## src/sv/frse_pkg.sv

```systemverilog
// ----------------------------------------------------------------------------
// frse_pkg
// Types, constants and binary32 arithmetic helpers for the estimate unit.
// ----------------------------------------------------------------------------
`default_nettype none

package frse_pkg;

    localparam logic [31:0] CANON_NAN   = 32'h7FC0_0000;
    localparam logic [31:0] POS_INF     = 32'h7F80_0000;
    localparam logic [31:0] RECIP_MAGIC = 32'h7EF3_11C3;
    localparam logic [31:0] RSQRT_MAGIC = 32'h5F37_5A86;
    localparam logic [31:0] FP_TWO      = 32'h4000_0000;
    localparam logic [31:0] FP_THREE_HALVES = 32'h3FC0_0000;
    localparam logic [31:0] FP_HALF     = 32'h3F00_0000;
    localparam logic [31:0] FP_ONE      = 32'h3F80_0000;

    localparam logic OP_RECIP = 1'b0;
    localparam logic OP_RSQRT = 1'b1;

    // Unrounded result: value = sig / 2^46 * 2^(exp - 127), sticky below bit 0
    typedef struct packed {
        logic               sp;
        logic [31:0]        sp_bits;
        logic               sign;
        logic signed [10:0] exp;
        logic [47:0]        sig;
        logic               sticky;
    } raw_t;

    // Normalized: leading one at bit 47, value = sig / 2^47 * 2^(exp - 127)
    typedef struct packed {
        logic               sp;
        logic [31:0]        sp_bits;
        logic               sign;
        logic signed [10:0] exp;
        logic [47:0]        sig;
        logic               sticky;
    } norm_t;

    // Per-item context riding alongside the datapath
    typedef struct packed {
        logic        op;
        logic        sign;
        logic        special;
        logic [31:0] sp_bits;
        logic [31:0] x;
        logic [31:0] e;
    } ctx_t;

    function automatic logic is_nan(input logic [31:0] f);
        is_nan = (f[30:23] == 8'hFF) && (f[22:0] != 23'd0);
    endfunction

    function automatic logic is_inf(input logic [31:0] f);
        is_inf = (f[30:23] == 8'hFF) && (f[22:0] == 23'd0);
    endfunction

    function automatic logic is_zero(input logic [31:0] f);
        is_zero = (f[30:0] == 31'd0);
    endfunction

    function automatic logic [7:0] eff_exp(input logic [31:0] f);
        eff_exp = (f[30:23] == 8'd0) ? 8'd1 : f[30:23];
    endfunction

    function automatic raw_t fp_mul(input logic [31:0] a, input logic [31:0] b);
        raw_t        r;
        logic        s;
        logic [23:0] ma;
        logic [23:0] mb;
        s = a[31] ^ b[31];
        r = '0;
        r.sign = s;
        if (is_nan(a) || is_nan(b) || (is_inf(a) && is_zero(b))
                || (is_zero(a) && is_inf(b))) begin
            r.sp = 1'b1;
            r.sp_bits = CANON_NAN;
        end else if (is_inf(a) || is_inf(b)) begin
            r.sp = 1'b1;
            r.sp_bits = {s, POS_INF[30:0]};
        end else if (is_zero(a) || is_zero(b)) begin
            r.sp = 1'b1;
            r.sp_bits = {s, 31'd0};
        end else begin
            ma = {a[30:23] != 8'd0, a[22:0]};
            mb = {b[30:23] != 8'd0, b[22:0]};
            r.exp = $signed({3'b000, eff_exp(a)}) + $signed({3'b000, eff_exp(b)})
                    - 11'sd127;
            r.sig = {24'd0, ma} * {24'd0, mb};
        end
        return r;
    endfunction

    function automatic raw_t fp_add(input logic [31:0] a, input logic [31:0] b);
        raw_t        r;
        logic [31:0] big;
        logic [31:0] sml;
        logic [7:0]  d;
        logic [47:0] abig;
        logic [47:0] bsml;
        logic [47:0] bsh;
        logic        st;
        logic [48:0] sum;
        r = '0;
        big = (b[30:0] > a[30:0]) ? b : a;
        sml = (b[30:0] > a[30:0]) ? a : b;
        d = eff_exp(big) - eff_exp(sml);
        abig = {1'b0, big[30:23] != 8'd0, big[22:0], 23'd0};
        bsml = {1'b0, sml[30:23] != 8'd0, sml[22:0], 23'd0};
        if (d >= 8'd48) begin
            bsh = '0;
            st  = 1'b1;
        end else begin
            bsh = bsml >> d;
            st  = |(bsml & ((48'd1 << d) - 48'd1));
        end
        sum = (a[31] ^ b[31]) ? ({abig, 1'b0} - {bsh, st}) : ({abig, 1'b0} + {bsh, st});
        if (is_nan(a) || is_nan(b) || (is_inf(a) && is_inf(b) && (a[31] != b[31])))
        begin
            r.sp = 1'b1;
            r.sp_bits = CANON_NAN;
        end else if (is_inf(a)) begin
            r.sp = 1'b1;
            r.sp_bits = a;
        end else if (is_inf(b)) begin
            r.sp = 1'b1;
            r.sp_bits = b;
        end else if (is_zero(a) && is_zero(b)) begin
            r.sp = 1'b1;
            r.sp_bits = {a[31] & b[31], 31'd0};
        end else if (is_zero(a)) begin
            r.sp = 1'b1;
            r.sp_bits = b;
        end else if (is_zero(b)) begin
            r.sp = 1'b1;
            r.sp_bits = a;
        end else if (sum == 49'd0) begin
            // exact cancellation rounds to +0
            r.sp = 1'b1;
            r.sp_bits = 32'd0;
        end else begin
            r.sign   = big[31];
            r.exp    = $signed({3'b000, eff_exp(big)});
            r.sig    = sum[48:1];
            r.sticky = sum[0];
        end
        return r;
    endfunction

    function automatic norm_t fp_norm(input raw_t r);
        norm_t      n;
        logic [5:0] lz;
        lz = 6'd0;
        for (int i = 0; i < 48; i++) begin
            if (r.sig[i]) begin
                lz = 6'(47 - i);
            end
        end
        n.sp      = r.sp || (r.sig == 48'd0);
        n.sp_bits = r.sp ? r.sp_bits : {r.sign, 31'd0};
        n.sign    = r.sign;
        n.exp     = r.exp + 11'sd1 - $signed({5'b00000, lz});
        n.sig     = r.sig << lz;
        n.sticky  = r.sticky;
        return n;
    endfunction

    function automatic logic [31:0] fp_round(input norm_t n);
        logic signed [10:0] shr;
        logic signed [10:0] em1;
        logic [5:0]         sh;
        logic [47:0]        shifted;
        logic               st;
        logic [24:0]        m25;
        logic [7:0]         ebase;
        logic [30:0]        mag;
        logic               inc;
        shr = 11'sd1 - n.exp;
        em1 = n.exp - 11'sd1;
        if (n.exp >= 11'sd1) begin
            sh = 6'd0;
        end else if (shr > 11'sd48) begin
            sh = 6'd48;
        end else begin
            sh = shr[5:0];
        end
        shifted = n.sig >> sh;
        st  = n.sticky | (|(n.sig & ((48'd1 << sh) - 48'd1))) | (|shifted[22:0]);
        inc = shifted[23] & (st | shifted[24]);
        m25 = {1'b0, shifted[47:24]} + {24'd0, inc};
        ebase = (n.exp >= 11'sd1) ? em1[7:0] : 8'd0;
        mag = {ebase, 23'd0} + {6'd0, m25};
        if (n.sp) begin
            fp_round = n.sp_bits;
        end else if (n.exp >= 11'sd255) begin
            fp_round = {n.sign, POS_INF[30:0]};
        end else begin
            fp_round = {n.sign, mag};
        end
    endfunction

endpackage

`default_nettype wire

```

## src/sv/frse_fmul.sv

```systemverilog
// ----------------------------------------------------------------------------
// frse_fmul
// Binary32 multiply front stage: specials and 24x24 significand product.
// ----------------------------------------------------------------------------
`default_nettype none

module frse_fmul (
    input  wire logic            aclk,
    input  wire logic            ce,
    input  wire logic [31:0]     a,
    input  wire logic [31:0]     b,
    output frse_pkg::raw_t       raw_reg
);

    frse_pkg::raw_t raw_next;

    assign raw_next = frse_pkg::fp_mul(a, b);

    always_ff @(posedge aclk) begin
        if (ce) begin
            raw_reg <= raw_next;
        end
    end

endmodule

`default_nettype wire

```

## config.mk

```make
export PLATFORM = sky130hd
export DESIGN_NAME = frse_fmul
export DESIGN_NICKNAME = d
export VERILOG_FILES = /design/src/sv/frse_pkg.sv /design/src/sv/frse_fmul.sv
export SDC_FILE = /design/constraint.sdc
export NUM_CORES = 2
export LEC_CHECK = 0
export BUFFER_PORTS_ARGS = -buffer_cell sky130_fd_sc_hd__buf_2
export CORE_MARGIN = 4
export CORE_UTILIZATION = 30
export DETAILED_ROUTE_END_ITERATION = 6
export GPL_ROUTABILITY_DRIVEN = 0
export GPL_TIMING_DRIVEN = 0
export PLACE_DENSITY = 0.51
export SKIP_CTS_REPAIR_TIMING = 1
export SYNTH_ARGS = -nofsm -noshare
export SYNTH_HDL_FRONTEND = slang
export SYNTH_SLANG_ARGS = --single-unit
```

## constraint.sdc

```tcl
create_clock -name aclk -period 10.8 [get_ports aclk]
set_input_delay 0 -clock aclk [delete_from_list [all_inputs] [get_ports aclk]]
set_output_delay 0 -clock aclk [all_outputs]
set_load 0.01 [all_outputs]
```

Yosys cells after proc, flatten, opt, wreduce, memory -nomap -nowiden
Index checks and enable logic that the tools add are counted.
- output and inout port bits: 94
- flip-flop bits (word level): 93
- input bits: 66
- word-level logic and storage cells: 39
- memories: 0
- memory bits (read-only): 0
- bits in latches: 0
- memory bits (writable): 0
- $mul: 1
- equal/unequal tests: 2
- bitwise logic cells: 1
- muxes and demuxes: 4
- shifts and indexed selects: 0
- div/mod/pow operators: 0
- add/subtract/negate cells: 2
- reduce and logical (&&, ||, !) cells: 23
- $lt $le $gt $ge: 0
- operator list (operator ; number):
    31-bit zero test ; 2
    24-bit by 24-bit multiplier with 48-bit output ; 1
    23-bit zero test ; 2
    23-bit nonzero test ; 2
    33-bit 2-to-1 mux ; 1
    32-bit 2-to-1 mux ; 1
    8-bit == test, second input constant ; 2
    8-bit zero test ; 2
    8-bit 2-to-1 mux ; 2
    8-bit nonzero test ; 2
    9-bit by 7-bit subtractor with 10-bit output, second input constant ; 1
    8-bit by 8-bit adder with 9-bit output ; 1
    1-bit logical AND ; 6
    1-bit logical OR ; 5
    3-bit OR reduction ; 1
    2-bit OR reduction ; 1
    1-bit XOR ; 1

Depth between registers and ports, before layout
- depth after elaboration: 6
- depth in mapped cells: 27
- gate-level depth less buffers: 25

Least setup slack after synthesis
Ideal clock, no wire load.
- path kind: input port to flip-flop
- from: in b[6]
- to: reg raw_reg[47] in the netlist's numbering, data pin
- required time: 10546 ps
- path buffers: 3
- data arrival time: 6239 ps
- stages on the path: 26
- library setup time: 254 ps
- path slack: 4307 ps
- cell sequence: clkbuf_1 clkbuf_1 nand2_1 fa_1 inv_1 fa_1 fa_1 inv_1 fa_1 inv_1 fa_1 inv_1 fa_1 inv_1 fa_1 ha_1 clkbuf_1 a21oi_1 o21bai_1 a2111oi_0 a31oi_1 a31oi_1 o221ai_2 a21oi_1 nor4_1 o21a_1
- cells in the longest elaborated chain, start to end: 6
- elaborated cells on any way between the ends: 14
- classes of those cells: mul (1); reduce/logical (13)
- RTL lines (element ; line ; source):
    from (decl) ; frse_fmul.sv:11 ; input wire logic [31:0] b,
    branches (longest 6 deep; another with 24-bit by 24-bit multiplier with 48-bit output) ; - ;
    to (signal assigned) ; frse_fmul.sv:21 ; raw_reg <= raw_next;
    to (decl) ; frse_fmul.sv:12 ; output frse_pkg::raw_t raw_reg
Parallel ways; which one is timed is not known.
A chain may end at the register's enable or synchronous reset.

Final worst setup path
- from: in a[15]
- to: reg raw_reg[43] in the netlist's numbering, data pin
- cells in the longest elaborated chain, start to end: 6
- elaborated cells on any way between the ends: 14
- classes of those cells: mul (1); reduce/logical (13)
- RTL lines (element ; line ; source):
    from (decl) ; frse_fmul.sv:10 ; input wire logic [31:0] a,
    branches (longest 6 deep; another with 24-bit by 24-bit multiplier with 48-bit output) ; - ;
Parallel ways; which one is timed is not known.

==> out/metrics.cfg <==
[status]
run_status = finished, final reports clean

[global_routing]
grt-ovfl-total = 0
grt_pass1_wl_um = 111500
grt_pass1_vias = 18226
grt_max_degree = 64
grt_usage_pct = 19.10
antenna_found_initial = 5

[synth]
yosys.area_share.adder_pct = 55.35
syn_inst = 2403
synthXorXnorAreaFrac_pct = 1.813
synth_cell_type_count = 54
synth-seq-area-share_pct = 8.702
synth_edf_count = 63
ys_ff_latch = 63
async_flop_share_pct = 0
synth_top_family_by_area = adder cells
syn_area_um2 = 21740
synth_compound_area_share_pct = 4.650
ys_warn_count = 0
avgSynthCellArea_um2 = 9.047
synth_simple_gate_area_share_pct = 16.99
synthMuxAreaShare_pct = 0.09208
synth_ff_type = edfxtp_1

[worst_setup_path]
critPathMaxStageDelay_ns = 0.86
path_max_fanout = 10
critPathMostFrequentCell = fa_1
path_class = input port to flop
cp-end-kind = flop
crit_slowest_cell = clkbuf_1
worstPathRequired_ns = 10.87
worst_setup_path_start_kind = input port
arrival_ns = 8.23

[clocking]
clock_path_buffers = 2
cts_root_buf = clkbuf_16
cts_tree = yes
cts.sinks = 63
numCtsBuffers = 9
h-tree-depth = 3
clk_pin_slew_worst_paths_ns = 0.05

[detailed_routing]
postRouteAntennaNets = 0
dr.pass1.iters = 5
drc = 0
first_iter_violations = 1254
wl_per_cell_um = 20.66
routed_wl_um = 72920
via_per_inst = 4.816
vias = 16994

[placed_design]
place_inst = 3507
io_buffer_count = 132
hpwl_um = 61010

[die]
start_util_pct = 30.36
rows = 98
fp.coreArea_um2 = 71610
die_w_um = 277.2
pin_count = 160
die_h_um = 277.2
fp.dieArea_um2 = 76840

[timing]
fin_setup_tns_ns = 0
hold_ws_ns = 0.08640
slew_headroom_pct = 25.47
finalSetupViolations = 0
rsz0062_at_grt = false
tightest_slew_ns = 1.118
post-route-period-util_pct = 75.55
slew_violations = 0
fmax_mhz = 122.6
min_period_ns = 8.159
finalHoldViolations = 0

[hold_path]
holdCritPathClass = input port to flop

[cells_and_area]
fin_util_pct = 33.50
fillers = 7598
final_layout_size_suffix_gt1_share_pct = 6.993
nets = 3308
final_cells = 3529
largest_reg_flops = 63
synthToLayoutAreaGrowth_pct = 10.33

[run]
max_cap_viol_count = 0

## kinds of logic after synthesis
| kind of cell | Yosys count |
|---|---|
| adder cells (fa/ha/maj) | 672 |
| buffers and inverters | 686 |
| AND/OR/NAND/NOR | 772 |
| multiplexers | 2 |
| XOR/XNOR | 45 |
| AO/OA/AOI/OAI | 162 |
| other | 1 |
| flip-flops | 63 |
## routing by layer
| layer | vias to the layer above | part of all wire, % | track usage (%) |
|---|---|---|---|
| li1 | 7455 | - | - |
| met1 | 8698 | 40 | 25.02 |
| met2 | 694 | 47 | 31.00 |
| met3 | 143 | 8.3 | 3.844 |
| met4 | 4 | 4.9 | 7.890 |
| met5 | - | 0.036 | 0 |
## worst max-delay path: cells and delay by family
kind / cells / cell delay, ns
xor+xnor: 1 / 0.19
simple gates: 2 / 0.24
fa+ha+maj: 8 / 3.95
compound gates: 7 / 2.28
buf+inv: 8 / 1.55
## layout by cell type, fill, tap and decap left out, types with 17 or more instances in the layout
| cell | synthesis | routed |
|---|---|---|
| clkbuf_1 | 127 | 128 |
| a21o_1 | 17 | 17 |
| buf_2 | 0 | 131 |
| nor2_1 | 71 | 71 |
| edfxtp_1 | 63 | 63 |
| nand2_1 | 380 | 380 |
| conb_1 | 1 | 23 |
| inv_1 | 523 | 523 |
| a21oi_1 | 61 | 61 |
| nand4_1 | 17 | 17 |
| xnor2_1 | 28 | 28 |
| xor2_1 | 17 | 17 |
| buf_4 | 31 | 32 |
| fa_1 | 483 | 483 |
| o21ai_0 | 23 | 23 |
| ha_1 | 189 | 189 |
| and2_1 | 242 | 242 |
## per-stage QoR
step | cell area (um^2) | setup slack, ns
5_1_grt | 23970 | 2.233
4_1_cts | 23950 | 2.827
3_5_place_dp | 23670 | 2.469
6_report | 23990 | 2.641
3_3_place_gp | 23670 | 2.498
2_1_floorplan | 21820 | 4.307
## synthesized netlist by cell type (10+ instances only)
| master | instances | area (um^2) |
|---|---|---|
| ha_1 | 189 | 2365 |
| o21ai_0 | 23 | 115.1 |
| inv_1 | 523 | 1963 |
| xnor2_1 | 28 | 245.2 |
| edfxtp_1 | 63 | 1892 |
| a21oi_1 | 61 | 305.3 |
| o21bai_1 | 10 | 75.07 |
| nand4_1 | 17 | 106.4 |
| a31oi_1 | 11 | 68.82 |
| xor2_1 | 17 | 148.9 |
| nand2_1 | 380 | 1426 |
| nor2_1 | 71 | 266.5 |
| clkbuf_1 | 127 | 476.7 |
| fa_1 | 483 | 9669 |
| and2_1 | 242 | 1514 |
| buf_4 | 31 | 232.7 |
| nor3_1 | 14 | 70.07 |
| a21o_1 | 17 | 127.6 |
| nor4_1 | 16 | 100.1 |
## path summary, 6_finish.rpt
kind | start | end | cells after the start
max | a[15] | raw_reg[43]$_SDFFCE_PP0P_ | 26
min | b[31] | raw_reg[92]$_SDFFCE_PP0P_ | 4
## layout make-up
| class | count | area [um^2] | area share [%] |
|---|---|---|---|
| inverters | 523 | 1963 | 8.184 |
| clock inverters | 5 | 50.05 | 0.2086 |
| clock buffers | 10 | 229.0 | 0.9546 |
| well taps | 950 | 1189 | 4.955 |
| repair buffers | 134 | 683.2 | 2.848 |
| diodes | 5 | 12.51 | 0.05216 |
| plain buffers | 163 | 728.2 | 3.036 |
| flip-flops and latches | 63 | 1892 | 7.887 |
| multi-input cells | 1676 | 17240 | 71.87 |
Power is left out: the tool's default activity adds up to more than one toggle a clock period on the data nets, which glitch-free logic cannot reach.
