**config.mk**
```make
export PLATFORM = sky130hd
export DESIGN_NAME = frse_fadd
export DESIGN_NICKNAME = d
export VERILOG_FILES = /design/src/sv/frse_pkg.sv /design/src/sv/frse_fadd.sv
export SDC_FILE = /design/constraint.sdc
export NUM_CORES = 1
export LEC_CHECK = 0
export BUFFER_PORTS_ARGS = -buffer_cell sky130_fd_sc_hd__buf_2
export CAP_MARGIN = 10
export CORE_AREA = 2 2 189 173
export CTS_BUF_LIST = sky130_fd_sc_hd__clkbuf_8
export DETAILED_ROUTE_END_ITERATION = 7
export DIE_AREA = 0 0 191 175
export PLACE_DENSITY_LB_ADDON = 0.05
export REMOVE_ABC_BUFFERS = 1
export SYNTH_ARGS = -nofsm -noshare
export SYNTH_HDL_FRONTEND = slang
export SYNTH_SLANG_ARGS = --single-unit
```
**constraint.sdc**
```tcl
create_clock -name aclk -period 14.35 [get_ports aclk]
set_clock_uncertainty 0.15 [all_clocks]
set_input_delay 0.7175 -clock aclk [delete_from_list [all_inputs] [get_ports aclk]]
set_output_delay 0.7175 -clock aclk [all_outputs]
set_load 0.01 [all_outputs]
```
**src/sv/frse_pkg.sv**
```systemverilog
// ----------------------------------------------------------------------------
// frse_pkg
// Types, constants and binary32 arithmetic helpers for the estimate unit.
// ----------------------------------------------------------------------------
`default_nettype none

package frse_pkg;

    localparam logic [31:0] CANON_NAN   = 32'h7FC0_0000;
    localparam logic [31:0] POS_INF     = 32'h7F80_0000;
    localparam logic [31:0] RECIP_MAGIC = 32'h7EF3_11C3;
    localparam logic [31:0] RSQRT_MAGIC = 32'h5F37_5A86;
    localparam logic [31:0] FP_TWO      = 32'h4000_0000;
    localparam logic [31:0] FP_THREE_HALVES = 32'h3FC0_0000;
    localparam logic [31:0] FP_HALF     = 32'h3F00_0000;
    localparam logic [31:0] FP_ONE      = 32'h3F80_0000;

    localparam logic OP_RECIP = 1'b0;
    localparam logic OP_RSQRT = 1'b1;

    // Unrounded result: value = sig / 2^46 * 2^(exp - 127), sticky below bit 0
    typedef struct packed {
        logic               sp;
        logic [31:0]        sp_bits;
        logic               sign;
        logic signed [10:0] exp;
        logic [47:0]        sig;
        logic               sticky;
    } raw_t;

    // Normalized: leading one at bit 47, value = sig / 2^47 * 2^(exp - 127)
    typedef struct packed {
        logic               sp;
        logic [31:0]        sp_bits;
        logic               sign;
        logic signed [10:0] exp;
        logic [47:0]        sig;
        logic               sticky;
    } norm_t;

    // Per-item context riding alongside the datapath
    typedef struct packed {
        logic        op;
        logic        sign;
        logic        special;
        logic [31:0] sp_bits;
        logic [31:0] x;
        logic [31:0] e;
    } ctx_t;

    function automatic logic is_nan(input logic [31:0] f);
        is_nan = (f[30:23] == 8'hFF) && (f[22:0] != 23'd0);
    endfunction

    function automatic logic is_inf(input logic [31:0] f);
        is_inf = (f[30:23] == 8'hFF) && (f[22:0] == 23'd0);
    endfunction

    function automatic logic is_zero(input logic [31:0] f);
        is_zero = (f[30:0] == 31'd0);
    endfunction

    function automatic logic [7:0] eff_exp(input logic [31:0] f);
        eff_exp = (f[30:23] == 8'd0) ? 8'd1 : f[30:23];
    endfunction

    function automatic raw_t fp_mul(input logic [31:0] a, input logic [31:0] b);
        raw_t        r;
        logic        s;
        logic [23:0] ma;
        logic [23:0] mb;
        s = a[31] ^ b[31];
        r = '0;
        r.sign = s;
        if (is_nan(a) || is_nan(b) || (is_inf(a) && is_zero(b))
                || (is_zero(a) && is_inf(b))) begin
            r.sp = 1'b1;
            r.sp_bits = CANON_NAN;
        end else if (is_inf(a) || is_inf(b)) begin
            r.sp = 1'b1;
            r.sp_bits = {s, POS_INF[30:0]};
        end else if (is_zero(a) || is_zero(b)) begin
            r.sp = 1'b1;
            r.sp_bits = {s, 31'd0};
        end else begin
            ma = {a[30:23] != 8'd0, a[22:0]};
            mb = {b[30:23] != 8'd0, b[22:0]};
            r.exp = $signed({3'b000, eff_exp(a)}) + $signed({3'b000, eff_exp(b)})
                    - 11'sd127;
            r.sig = {24'd0, ma} * {24'd0, mb};
        end
        return r;
    endfunction

    function automatic raw_t fp_add(input logic [31:0] a, input logic [31:0] b);
        raw_t        r;
        logic [31:0] big;
        logic [31:0] sml;
        logic [7:0]  d;
        logic [47:0] abig;
        logic [47:0] bsml;
        logic [47:0] bsh;
        logic        st;
        logic [48:0] sum;
        r = '0;
        big = (b[30:0] > a[30:0]) ? b : a;
        sml = (b[30:0] > a[30:0]) ? a : b;
        d = eff_exp(big) - eff_exp(sml);
        abig = {1'b0, big[30:23] != 8'd0, big[22:0], 23'd0};
        bsml = {1'b0, sml[30:23] != 8'd0, sml[22:0], 23'd0};
        if (d >= 8'd48) begin
            bsh = '0;
            st  = 1'b1;
        end else begin
            bsh = bsml >> d;
            st  = |(bsml & ((48'd1 << d) - 48'd1));
        end
        sum = (a[31] ^ b[31]) ? ({abig, 1'b0} - {bsh, st}) : ({abig, 1'b0} + {bsh, st});
        if (is_nan(a) || is_nan(b) || (is_inf(a) && is_inf(b) && (a[31] != b[31])))
        begin
            r.sp = 1'b1;
            r.sp_bits = CANON_NAN;
        end else if (is_inf(a)) begin
            r.sp = 1'b1;
            r.sp_bits = a;
        end else if (is_inf(b)) begin
            r.sp = 1'b1;
            r.sp_bits = b;
        end else if (is_zero(a) && is_zero(b)) begin
            r.sp = 1'b1;
            r.sp_bits = {a[31] & b[31], 31'd0};
        end else if (is_zero(a)) begin
            r.sp = 1'b1;
            r.sp_bits = b;
        end else if (is_zero(b)) begin
            r.sp = 1'b1;
            r.sp_bits = a;
        end else if (sum == 49'd0) begin
            // exact cancellation rounds to +0
            r.sp = 1'b1;
            r.sp_bits = 32'd0;
        end else begin
            r.sign   = big[31];
            r.exp    = $signed({3'b000, eff_exp(big)});
            r.sig    = sum[48:1];
            r.sticky = sum[0];
        end
        return r;
    endfunction

    function automatic norm_t fp_norm(input raw_t r);
        norm_t      n;
        logic [5:0] lz;
        lz = 6'd0;
        for (int i = 0; i < 48; i++) begin
            if (r.sig[i]) begin
                lz = 6'(47 - i);
            end
        end
        n.sp      = r.sp || (r.sig == 48'd0);
        n.sp_bits = r.sp ? r.sp_bits : {r.sign, 31'd0};
        n.sign    = r.sign;
        n.exp     = r.exp + 11'sd1 - $signed({5'b00000, lz});
        n.sig     = r.sig << lz;
        n.sticky  = r.sticky;
        return n;
    endfunction

    function automatic logic [31:0] fp_round(input norm_t n);
        logic signed [10:0] shr;
        logic signed [10:0] em1;
        logic [5:0]         sh;
        logic [47:0]        shifted;
        logic               st;
        logic [24:0]        m25;
        logic [7:0]         ebase;
        logic [30:0]        mag;
        logic               inc;
        shr = 11'sd1 - n.exp;
        em1 = n.exp - 11'sd1;
        if (n.exp >= 11'sd1) begin
            sh = 6'd0;
        end else if (shr > 11'sd48) begin
            sh = 6'd48;
        end else begin
            sh = shr[5:0];
        end
        shifted = n.sig >> sh;
        st  = n.sticky | (|(n.sig & ((48'd1 << sh) - 48'd1))) | (|shifted[22:0]);
        inc = shifted[23] & (st | shifted[24]);
        m25 = {1'b0, shifted[47:24]} + {24'd0, inc};
        ebase = (n.exp >= 11'sd1) ? em1[7:0] : 8'd0;
        mag = {ebase, 23'd0} + {6'd0, m25};
        if (n.sp) begin
            fp_round = n.sp_bits;
        end else if (n.exp >= 11'sd255) begin
            fp_round = {n.sign, POS_INF[30:0]};
        end else begin
            fp_round = {n.sign, mag};
        end
    endfunction

endpackage

`default_nettype wire

```
**src/sv/frse_fadd.sv**
```systemverilog
// ----------------------------------------------------------------------------
// frse_fadd
// Binary32 add front stage: specials, alignment and significand add.
// ----------------------------------------------------------------------------
`default_nettype none

module frse_fadd (
    input  wire logic            aclk,
    input  wire logic            ce,
    input  wire logic [31:0]     a,
    input  wire logic [31:0]     b,
    output frse_pkg::raw_t       raw_reg
);

    frse_pkg::raw_t raw_next;

    assign raw_next = frse_pkg::fp_add(a, b);

    always_ff @(posedge aclk) begin
        if (ce) begin
            raw_reg <= raw_next;
        end
    end

endmodule

`default_nettype wire

```
* Yosys cells after proc, flatten, opt, wreduce, memory -nomap -nowiden
Cells that the tools add are included.
Storage, ports and cells: output and inout port bits 94, logic and storage cells 57, flip-flop bits (word level) 94, input bits 66
Cells by class: multiplexer cells 13, reductions and logical operators 23, shifts and indexed selects 2, magnitude comparators 2, eq/ne operators 3, bitwise gates (word level) 3, add/subtract/negate cells 4
Operators with widths (number):
- 2-to-1 mux 32 bit | 6
- logical NOT 31 bit | 2
- adder 48 x 49 -> 49 bit | 1
- logical NOT 49 bit | 1
- 2-to-1 mux 49 bit | 1
- subtractor 48 x 49 -> 49 bit | 1
- bitwise AND 47 x 48 -> 48 bit | 1
- 2-to-1 mux 48 bit | 1
- OR reduction 48 bit | 1
- left shift 1 x 8 -> 48 bit (first input constant) | 1
- >> shifter 47 x 8 -> 48 bit | 1
- subtractor 48 x 1 -> 48 bit (second input constant) | 1
- logical NOT 23 bit | 2
- nonzero test 23 bit | 2
- 2-to-1 mux 33 bit | 1
- > comparator 31 bit | 1
- 2-to-1 mux 31 bit | 1
- == test 8 bit (second input constant) | 2
- logical NOT 8 bit | 2
- 2-to-1 mux 8 bit | 2
- nonzero test 8 bit | 2
- >= comparator 8 x 6 -> 1 bit (second input constant) | 1
- subtractor 8 bit | 1
- logical AND 1 bit | 7
- other kinds (7) | 8

* Depth between registers and ports, before layout
word-level depth 19, gate-level depth with buffers 53, gate-level depth less buffers 47

* Least setup slack after synthesis
No wires, ideal clock.
kind in2reg, from input port a[30], to register raw_reg[56] (netlist bit), data pin, path buffers 10, stages on the path 46, arrival 10.347 ns, library setup time 0.265 ns, slack 3.588 ns, required time 13.935 ns, cells stage by stage buf_2 -> inv_1 -> ha_1 -> nand4_2 -> nor4_1 -> a211oi_1 -> a21o_2 -> nor2_4 -> buf_4 -> clkbuf_1 -> clkbuf_1 -> clkbuf_1 -> buf_1 -> a31oi_1 -> ha_1 -> buf_2 -> buf_1 -> clkbuf_1 -> [10 not listed] -> a21oi_1 -> o21bai_1 -> a21oi_1 -> o21bai_1 -> a21oi_1 -> o21ai_0 -> a2111oi_0 -> nor4b_1 -> o31ai_1 -> o31ai_1 -> a21o_1 -> a21oi_1 -> o22ai_1 -> xnor2_1 -> or4_1 -> or4_4 -> o21ai_4 -> nor2_2
Between the ends: cells in the longest elaborated chain, start to end 14, elaborated cells on any way between the ends 32, those cells by class add/sub: 4; order compare: 2; eq/ne: 1; shift: 2; mux: 7; bitwise: 1; reduce/logical: 15
RTL lines:
- start: declaration | line frse_fadd.sv:10 | input wire logic [31:0] a,
- > comparator 31 bit | line frse_pkg.sv:106, frse_pkg.sv:107
- 2-to-1 mux 32 bit / 2-to-1 mux 31 bit (equally long branches) | line frse_pkg.sv:106, frse_pkg.sv:107
- logical NOT 8 bit | line frse_pkg.sv:64 | eff_exp = (f[30:23] == 8'd0) ? 8'd1 : f[30:23];
- 2-to-1 mux 8 bit | line frse_pkg.sv:64
- subtractor 8 bit | line frse_pkg.sv:108 | d = eff_exp(big) - eff_exp(sml);
- left shift 1 x 8 -> 48 bit | line frse_pkg.sv:116 | st = |(bsml & ((48'd1 << d) - 48'd1));
- subtractor 48 x 1 -> 48 bit | line frse_pkg.sv:116
- bitwise AND 47 x 48 -> 48 bit | line frse_pkg.sv:116
- OR reduction 48 bit | line frse_pkg.sv:116
- 2-to-1 mux 1 bit | line frse_pkg.sv:111 | if (d >= 8'd48) begin
- adder 48 x 49 -> 49 bit / subtractor 48 x 49 -> 49 bit (equally long branches) | line frse_pkg.sv:118 | sum = (a[31] ^ b[31]) ? ({abig, 1'b0} - {bsh, st}) : ({abig, 1'b0} + {bsh, st});
- 2-to-1 mux 49 bit | line frse_pkg.sv:118
- logical NOT 49 bit | line frse_pkg.sv:138 | end else if (sum == 49'd0) begin
- OR reduction 7 bit (no line)
- end signal: assignment | line frse_fadd.sv:21 | raw_reg <= raw_next;
- end: declaration | line frse_fadd.sv:12 | output frse_pkg::raw_t raw_reg
Parallel ways exist; a longest one is shown, timed or not. A chain may end at the register's enable or synchronous reset.

* Final worst setup path
Ends and elaborated chain as after synthesis.

==> impl_metrics.json <==
{
  "dieArea_um2": 33400,
  "slew_viol_final": 0,
  "viasPerCell": 6.79,
  "nNetsFinal": 2008,
  "wl_um": 61300,
  "synth-async-reset-ratio": 0,
  "peakVddDrop_v": 0.000251,
  "power_mw": 2.22,
  "synth_seq_cells": 91,
  "num_vias": 15400,
  "grtUsageMet2": 0.502,
  "grt_max_degree": 74,
  "synth_compound_area_frac": 0.306,
  "synth_top_family_by_area": "compound AO/OA/AOI/OAI gates",
  "synth_edf_count": 91,
  "met1_usage": 0.507,
  "rows": 62,
  "synth_area_um2": 13400,
  "synth_area_leader_cell": "edfxtp_1",
  "whs_path_depth": 2,
  "cts_sinks": 91,
  "synth.most_common_cell": "nor2_1",
  "seq_area_frac_synth": 0.205,
  "cts_resized": 0,
  "min_delay_worst_endpoint": "raw_reg[90]",
  "antenna_found_initial": 2,
  "cts_root_buffer": "clkbuf_8",
  "cts_tree": "yes",
  "rsz0062_at_grt": "false",
  "crit_fanout": 36,
  "grt_overflow": 0,
  "syn_inst": 1774,
  "post_cts_buffers": 0,
  "clockBufferDepth": 2,
  "die_w_um": 191,
  "htree_levels": 3,
  "die_y_um": 175,
  "slowest_delay_ns": 0.92,
  "crit_slowest_cell": "ha_2",
  "grt_pass1_wl_um": 89900,
  "use_met3": 0.118,
  "start_util": 0.425,
  "gp_congestion": 1.07,
  "cp-start-kind": "input port",
  "synth-xor-area-share": 0.0347,
  "synth_cell_type_count": 114,
  "detailed_place_hpwl_um": 47100,
  "max_freq_mhz": 78.5,
  "slew_headroom": 0.0971,
  "synth-simple-area-share": 0.254,
  "synth_ff_type": "edfxtp_1",
  "finalCritPeriodShare": 0.888,
  "instances_no_fill": 2274,
  "critPathKind": "input port to register",
  "syn_to_final_growth_pct": 9.59,
  "drc": 0,
  "arrival_ns": 12.77,
  "drv_cap": 0,
  "wl_per_cell_um": 27.0,
  "holdWs_ns": 0.486,
  "antenna_left": 0,
  "synth_common_cells": "nor2_1 (196), nand2_1 (148), a21oi_1 (132)",
  "leakage_nw": 5.90,
  "fin_crit_ns": 12.74,
  "hold_class": "input port to register",
  "io_pins": 160,
  "dr.first_iter.drc_count": 2592,
  "cp-end-kind": "register",
  "avgSynthCellArea_um2": 7.53,
  "synthAdderAreaFrac": 0.0854,
  "gr-usage-all-layers": 0.359,
  "drive_gt1_frac": 0.158,
  "hold_violations": 0,
  "synth_top_cells_by_area": "edfxtp_1 (20%), ha_1 (8.2%), nor2_1 (5.5%), a21oi_1 (4.9%), nand2_1 (4.2%)",
  "status": "complete, no violations",
  "core_um2": 31400,
  "clk_pin_slew_ns": 0.11,
  "tightest_slew_ns": 1.34,
  "firstDrtPassIters": 6,
  "fillers": 3243,
  "ys_warn_count": 0,
  "setup_violations": 0,
  "portBuffers": 156,
  "required_ns": 14.39,
  "synth_mux_area_frac": 0.0465,
  "grt_busiest_layer": "met1",
  "largest_register_ffs": 91,
  "hp-start": "a[29]",
  "yosysTopAreaCellShare": 0.205,
  "power.density_nw_per_um2": 152,
  "fin_tns_setup_ns": 0,
  "grt_pass1_vias": 14000,
  "dp_cells": 2256,
  "ctsHoldBuffers": 0,
  "cts_buffers": 9
}
## critical path: cells and delay by family
family / cells / cell delay (ns)
AOI/OAI and AO/OA: 23 / 5.80
and+or+nand+nor: 11 / 2.98
adders and majority gates: 4 / 1.83
buffers and inverters: 5 / 0.92
muxes: 1 / 0.37
xor gates and xnor gates: 1 / 0.10
## layer usage
| metal | part of all wire | wire, µm |
|---|---|---|
| met1 | 0.42 | 25900 |
| met2 | 0.40 | 24600 |
| met3 | 0.14 | 8340 |
| met4 | 0.040 | 2450 |
| met5 | 0.00021 | 13 |
## metrics by stage
stage / area (µm²) / setup WS, ns / util
after floorplan: 12800 / 1.86 / -
after global placement: 14400 / 1.64 / 0.459
after detailed placement: 14400 / 1.56 / 0.459
after CTS: 14600 / 1.99 / 0.465
after global routing: 14600 / 0.926 / 0.466
final: 14600 / 1.61 / 0.466
## placed cells by master (no fill, tap or decap), types with 25 or more instances in the layout
cell type	count
nor2_1	196
buf_2	155
nand2_1	148
a21oi_1	132
o21ai_0	102
inv_1	96
edfxtp_1	91
ha_1	86
nand3_1	72
nor3_1	60
mux2i_1	53
nand4_1	40
buf_4	33
a31oi_1	31
nor4_1	29
o211ai_1	25
a22oi_1	25
## how the worst max path moves through the flow
stage | startpoint | to | slack, ns
finish | a[30] | raw_reg[56] | 1.61
global route | a[30] | raw_reg[56] | 0.93
CTS | a[30] | raw_reg[52] | 1.99
detailed placement | a[27] | raw_reg[52] | 1.56
global placement | a[30] | raw_reg[52] | 1.64
floorplan | a[8] | raw_reg[56] | 1.86
## cell type report
class                      instances  area, µm²  area share
clock inverter                     7       72.6     0.00496
multi-input combinational       1464       9770       0.668
tap                              416        520      0.0356
clock buffer                       9        124     0.00846
inverter                          97        364      0.0249
antenna                            1       2.50    0.000171
sequential                        91       2730       0.187
timing repair buffer             189       1050      0.0718
## report_power, final
group / switching [mW] / internal, mW
logic: 1.17 / 0.503
clock network: 0.123 / 0.0678
registers: 0.00973 / 0.348
total: 1.30 / 0.919
## kinds of logic (layout without fill, tap and decap cells)
family,Yosys count,count (layout)
other,1,4
muxes,61,61
buffers and inverters,221,302
AOI/OAI and AO/OA,582,582
adders and majority gates,90,90
xor gates and xnor gates,47,47
and+or+nand+nor,681,681
DFF,91,91
Power figures use the tool's default switching activity.
